File: config.mk
export PLATFORM = sky130hd
export DESIGN_NAME = lppc_front
export DESIGN_NICKNAME = d
export VERILOG_FILES = /design/src/lppc_pkg.sv /design/src/lppc_front.sv
export SDC_FILE = /design/constraint.sdc
export NUM_CORES = 1
export LEC_CHECK = 0
export ABC_AREA = 1
export BUFFER_PORTS_ARGS = -buffer_cell sky130_fd_sc_hd__buf_2
export CORE_MARGIN = 8
export CORE_UTILIZATION = 56
export DETAILED_ROUTE_END_ITERATION = 7
export PLACE_DENSITY = 0.82
export SETUP_SLACK_MARGIN = 0.5
export SYNTH_ARGS = -nofsm -noshare
export SYNTH_HDL_FRONTEND = slang
export SYNTH_SLANG_ARGS = --single-unit
File: constraint.sdc
create_clock -name clk_i -period 14.48 [get_ports clk_i]
set_clock_uncertainty 0.2 [all_clocks]
set_input_delay 2.896 -clock clk_i [delete_from_list [all_inputs] [get_ports clk_i]]
set_output_delay 2.896 -clock clk_i [all_outputs]
set_load 0.005 [all_outputs]
File: src/lppc_pkg.sv
// shared types, widths and codes of the layered polygon pixel classifier
package lppc_pkg;

  // default sizes of the shape tables
  localparam int MAX_LAYERS_DEF = 32;
  localparam int MAX_SIDES_DEF  = 128;

  // fixed point format of coordinates and radii
  localparam int FRAC_BITS = 4;

  // field widths
  localparam int REQ_W  = 2;
  localparam int LSEL_W = 5;
  localparam int VSEL_W = 7;
  localparam int SIDE_W = 8;
  localparam int CRD_W  = 16;
  localparam int RAD_W  = 15;
  localparam int PIX_W  = 10;
  localparam int HIT_W  = 5;
  localparam int LCNT_W = 6;

  // stream widths
  localparam int S_TDATA_W = 104;
  localparam int S_TUSER_W = 2;
  localparam int M_TDATA_W = 8;
  localparam int M_TUSER_W = 1;

  // datapath widths
  localparam int PXS_W = PIX_W + FRAC_BITS;                      // scaled pixel
  localparam int REL_W = ((PXS_W > CRD_W) ? PXS_W : CRD_W) + 1;  // pixel minus center
  localparam int DIF_W = REL_W + 1;                              // vertex minus pixel
  localparam int PRD_W = 2 * DIF_W;
  localparam int CRS_W = PRD_W + 1;
  localparam int SUM_W = CRS_W + 2;
  localparam int SQ_W  = 2 * RAD_W;
  localparam int EP_W  = 2 * SQ_W;
  localparam int ES_W  = EP_W + 1;

  // request kinds
  typedef enum logic [REQ_W-1:0] {
    REQ_LAYER  = 2'd0,
    REQ_VERTEX = 2'd1,
    REQ_PIXEL  = 2'd2
  } req_e;

  // one decoded request as it waits in the queue
  typedef struct packed {
    req_e                    kind;
    logic [LSEL_W-1:0]       layer_sel;
    logic [VSEL_W-1:0]       vertex_sel;
    logic [SIDE_W-1:0]       side_total;
    logic signed [CRD_W-1:0] coord_x;
    logic signed [CRD_W-1:0] coord_y;
    logic [RAD_W-1:0]        radius_a;
    logic [RAD_W-1:0]        radius_b;
    logic signed [PIX_W-1:0] pixel_x;
    logic signed [PIX_W-1:0] pixel_y;
  } req_t;

  // one layer table entry
  typedef struct packed {
    logic signed [CRD_W-1:0] cx;
    logic signed [CRD_W-1:0] cy;
    logic [RAD_W-1:0]        ra;
    logic [RAD_W-1:0]        rb;
    logic [SIDE_W-1:0]       sides;
  } shape_t;

  // one vertex table entry
  typedef struct packed {
    logic signed [CRD_W-1:0] vx;
    logic signed [CRD_W-1:0] vy;
  } vert_t;

  // back end sequencer states
  typedef enum logic [3:0] {
    ST_IDLE,
    ST_LRD,
    ST_ELL1,
    ST_ELL2,
    ST_ELL3,
    ST_ELL4,
    ST_VRD,
    ST_VGET,
    ST_TA,
    ST_TB,
    ST_TC,
    ST_NEXT,
    ST_DONE
  } bst_e;

endpackage

File: src/lppc_front.sv
// front end: takes stream transactions, decodes them and queues the requests
module lppc_front (
  input  logic                           clk_i,
  input  logic                           rst_ni,
  input  logic                           s_tvalid_i,
  output logic                           s_tready_o,
  input  logic [lppc_pkg::S_TDATA_W-1:0] s_tdata_i,
  input  logic [lppc_pkg::S_TUSER_W-1:0] s_tuser_i,
  output logic                           deq_valid_o,
  input  logic                           deq_ready_i,
  output lppc_pkg::req_t                 deq_req_o
);
  import lppc_pkg::*;

  req_t       req_w;
  logic       keep_w;
  logic       push_w;
  logic       pop_w;
  logic [1:0] cnt_q, cnt_d;
  logic       wp_q;
  logic       rp_q;
  req_t       buf_q [2];

  // unpack the transaction
  always_comb begin
    req_w.kind       = req_e'(s_tuser_i);
    req_w.layer_sel  = s_tdata_i[4:0];
    req_w.vertex_sel = s_tdata_i[11:5];
    req_w.side_total = s_tdata_i[19:12];
    req_w.coord_x    = s_tdata_i[35:20];
    req_w.coord_y    = s_tdata_i[51:36];
    req_w.radius_a   = s_tdata_i[66:52];
    req_w.radius_b   = s_tdata_i[81:67];
    req_w.pixel_x    = s_tdata_i[91:82];
    req_w.pixel_y    = s_tdata_i[101:92];
  end

  // the unused kind is taken and dropped
  always_comb begin
    case (req_w.kind)
      REQ_LAYER, REQ_VERTEX, REQ_PIXEL: keep_w = 1'b1;
      default:                          keep_w = 1'b0;
    endcase
  end

  assign s_tready_o  = (cnt_q != 2'd2);
  assign push_w      = s_tvalid_i && s_tready_o && keep_w;
  assign deq_valid_o = (cnt_q != 2'd0);
  assign pop_w       = deq_valid_o && deq_ready_i;
  assign deq_req_o   = buf_q[rp_q];

  always_comb begin
    cnt_d = cnt_q;
    if (push_w && !pop_w) begin
      cnt_d = cnt_q + 2'd1;
    end else if (pop_w && !push_w) begin
      cnt_d = cnt_q - 2'd1;
    end
  end

  // queue pointers
  always_ff @(posedge clk_i or negedge rst_ni) begin
    if (!rst_ni) begin
      cnt_q <= 2'd0;
      wp_q  <= 1'b0;
      rp_q  <= 1'b0;
    end else begin
      cnt_q <= cnt_d;
      if (push_w) begin
        wp_q <= ~wp_q;
      end
      if (pop_w) begin
        rp_q <= ~rp_q;
      end
    end
  end

  // queue storage
  always_ff @(posedge clk_i) begin
    if (push_w) begin
      buf_q[wp_q] <= req_w;
    end
  end

  a_cnt_range: assert property (@(posedge clk_i) disable iff (!rst_ni)
    cnt_q != 2'd3)
    else $error("request queue count out of range");

  a_drop_unused: assert property (@(posedge clk_i) disable iff (!rst_ni)
    (s_tvalid_i && s_tready_o && !keep_w && !pop_w) |=> $stable(cnt_q))
    else $error("unused request kind entered the queue");

endmodule

==> results summary <==
The flow ran to the end, and the final reports show no timing, DRC or antenna violations. Walking the worst path, the cells encountered are buf_4 -> nand2_1 -> nand2_1 -> buf_2. The setup path with the least slack is of type reg -> out. The endpoint class of the critical path is an output port. After routing the design area is between 9000 and 10,000 µm². The global placer's final weighted congestion is ~0.73. The total core area is 13,770 µm². The startpoint kind of the worst setup timing path is a flop. The static leakage is roughly 4.1 nW. The tightest hold path in the finished design has a slack of 0.2944 ns. The die outline area came out at 17,980 µm². The number of buffers created by CTS is 20. The number of setup buffers added after CTS is 0. The first global-routing pass estimated between 20,000 and 25,000 µm of wire. At the worst endpoint, the required time is around 11 ns. In this run the tool buffered the top-level ports with approximately 210 buffer cells. Setup repair after global routing left no endpoint under its margin.

The floorplan step set the die height to roughly 130 µm. The half-perimeter wire length after detailed placement is between 10,000 and 15,000 µm. The relative slew slack is between 20% and 30%.

The number of cells produced by synthesis came out at about 580. The number of max-cap violations came out at 0. The final layout contains routed wiring with a total length of ~16,000 µm. The synthesized design spends more area on one cell type than any other, namely sky130_fd_sc_hd__edfxtp_1. Counting distinct cell types in the post-synthesis netlist gives 13.

The clock tree from TritonCTS is built. The worst hold path belongs to the class reg -> reg. The clock network latency to the later pin of the worst-skew pair came out at roughly 0.47 ns. The average vias per placed instance is between 4 and 5. The share of cells above drive strength 1 is a little under a third.

The violation count after the first detailed-routing iteration is 300. In the final routed layout, each cell accounts on average for around 17 µm. The proportion of synthesized chip area in sequential cells came out at about four fifths.

The total of warnings raised by yosys is 0. Counting flops and latches in the post-synthesis netlist gives ~210. The sink count of the clock tree is ~210. The library cells used most frequently in the layout, excluding fill and tap cells, are sky130_fd_sc_hd__nand2_1, sky130_fd_sc_hd__buf_2, sky130_fd_sc_hd__edfxtp_1, sky130_fd_sc_hd__clkbuf_16. The power density relative to cell area is roughly 190 nW/µm². The clock period minus final worst setup slack is 5.329 ns. The average instance area after synthesis is about 14 µm². The number of remaining DRC errors came out at 0.

The worst-case vdd ir drop came out at roughly 0.00013 V. The total count of hold-check failures in the final report is 0. The largest individual stage delay along the critical path comes from the cell sky130_fd_sc_hd__buf_4. By instance count, the cell type seen most on the critical path is sky130_fd_sc_hd__nand2_1. The number of antenna violations at the first check in global routing is 2.

Summing every instance area after synthesis gives about 7800 µm². approximately 220 I/O pins were placed. The number of nets handed over by synthesis was between 600 and 700. CTS built an H-tree with a depth of 1. The worst stage delay on the critical path came out at slightly below 0.8 ns.

The placed instance area is around 9000 µm². The number of nets at the end of the flow is between 900 and 1,000. The number of max-slew violations in the final report is 0.

The pin count of the biggest net entering global routing came out at 106. The maximum clock rate is about 190 MHz. In this run, post-CTS hold repair placed 0 buffers.

The detailed-router iteration count before antenna repair came out at 4. Once the floorplan was initialized, standard cells occupied 56.70% of the core. The total of fill cells in the finished design is 950. The number of setup violations in the final report is 0. The count of standard-cell rows is 43.

The number of gates given a new drive strength after cts came out at 0. The number of antenna repair diodes is 0. After synthesis, the cell types taking the most area are sky130_fd_sc_hd__edfxtp_1, sky130_fd_sc_hd__nand2_1, sky130_fd_sc_hd__dfrtp_1, sky130_fd_sc_hd__buf_4, sky130_fd_sc_hd__buf_2. The slew of the pin with the lowest slew margin is around 1.1 ns.

The worst-case clock buffer depth came out at 3. The count of nets left with antenna violations after detail routing is 0. The number of global-route vias before repair was approximately 5,000. The clock input transition at the sequential cells of the worst setup and hold paths came out at approximately 0.06 ns. The area share of the leading cell type in the synthesized netlist came out at between 70% and 80%. The total overflow left after global routing is 0. Along the worst path, the maximum fanout reaches 105. The fraction of the cycle the final worst path needs came out at a little under two fifths. Relative to the synthesized area, the layout overhead comes to 22.73%. The signal arrival time at the worst endpoint came out at between 2 and 2.5 ns. The horizontal extent of the die came out at between 100 and 150 µm.

Overall power consumption after layout is estimated at about 0.0018 W. The cell sitting at the root of the clock tree is a sky130_fd_sc_hd__clkbuf_16. The global router's overall resource usage is between 10% and 20%. The total via count after detailed routing is roughly 4,900.

The final setup TNS came out at 0 ns. The library cell used most frequently in the layout, excluding fill and tap cells, is sky130_fd_sc_hd__nand2_1.
## per-stage QoR
step	setup WS [ns]	std cells	utilization, %
final	9.151	983	69.59
after floorplan	6.296	575	-
after CTS	9.140	983	69.59
after detailed placement	9.196	949	65.22
after global routing	9.026	983	69.59
after global placement	9.217	949	65.22
## path summary, 6_finish.rpt
check	cells after the start	slack, ns	from	endpoint
max	4	9.15	rp_q$_DFFE_PN0P_	deq_req_o[5]
min	2	0.29	wp_q$_DFFE_PN0P_	wp_q$_DFFE_PN0P_
max reg2reg	6	11.70	cnt_q[0]$_DFFE_PN0P_	buf_q[1][72]$_DFFE_PP_
min reg2reg	2	0.29	wp_q$_DFFE_PN0P_	wp_q$_DFFE_PN0P_
max in group asynchronous	1	11.90	rst_ni	rp_q$_DFFE_PN0P_
min in group asynchronous	1	2.03	rst_ni	cnt_q[1]$_DFFE_PN0P_
## flip-flops by register name, summed over array words and instances, names as in the netlist
signal  count
rp_q        1
buf_q     208
cnt_q       2
wp_q        1
## power by group
part	internal, W	switching [W]	leakage (nW)
Sequential	0.000803	0.0000271	1.97
Combinational	0.000181	0.000338	1.89
Clock	0.000280	0.000197	0.295
## worst max-delay path, delay by kind of cell (launching register included)
family,cells,cell delay [ns]
buf+inv,2,0.91
flops,1,0.42
simple gates,2,0.30
## synth_stat cells (all sizes together)
cell type  instances
nor2               1
edfxtp           208
nand3              3
inv                8
nand2            324
dfrtp              4
ha                 1
nand4              2
buf               23
xnor2              1
## layer usage
layer,global-route usage (%),part of all wire (%)
met1,19.80,38
met2,31.08,50
met3,6.283,11
met4,3.805,1.5
met5,0,0.13
## logic make-up after synthesis
group,share of synthesized area (%)
XOR/XNOR,0.1122
adder cells (fa/ha/maj),0.1602
buffers and inverters,2.499
flip-flops,81.26
AND/OR/NAND/NOR,15.97
## area by class of cell
type / count / area [µm²] / share of cell area, %
clock buffer: 25 / 540.5 / 5.639
clock inverter: 9 / 62.56 / 0.6527
inverter: 8 / 35.03 / 0.3655
multi-input combinational: 332 / 1276 / 13.31
sequential: 212 / 6350 / 66.24
tap: 180 / 225.2 / 2.350
timing repair buffer: 217 / 1096 / 11.43
Note: power is estimated with default switching activity, not from simulation.
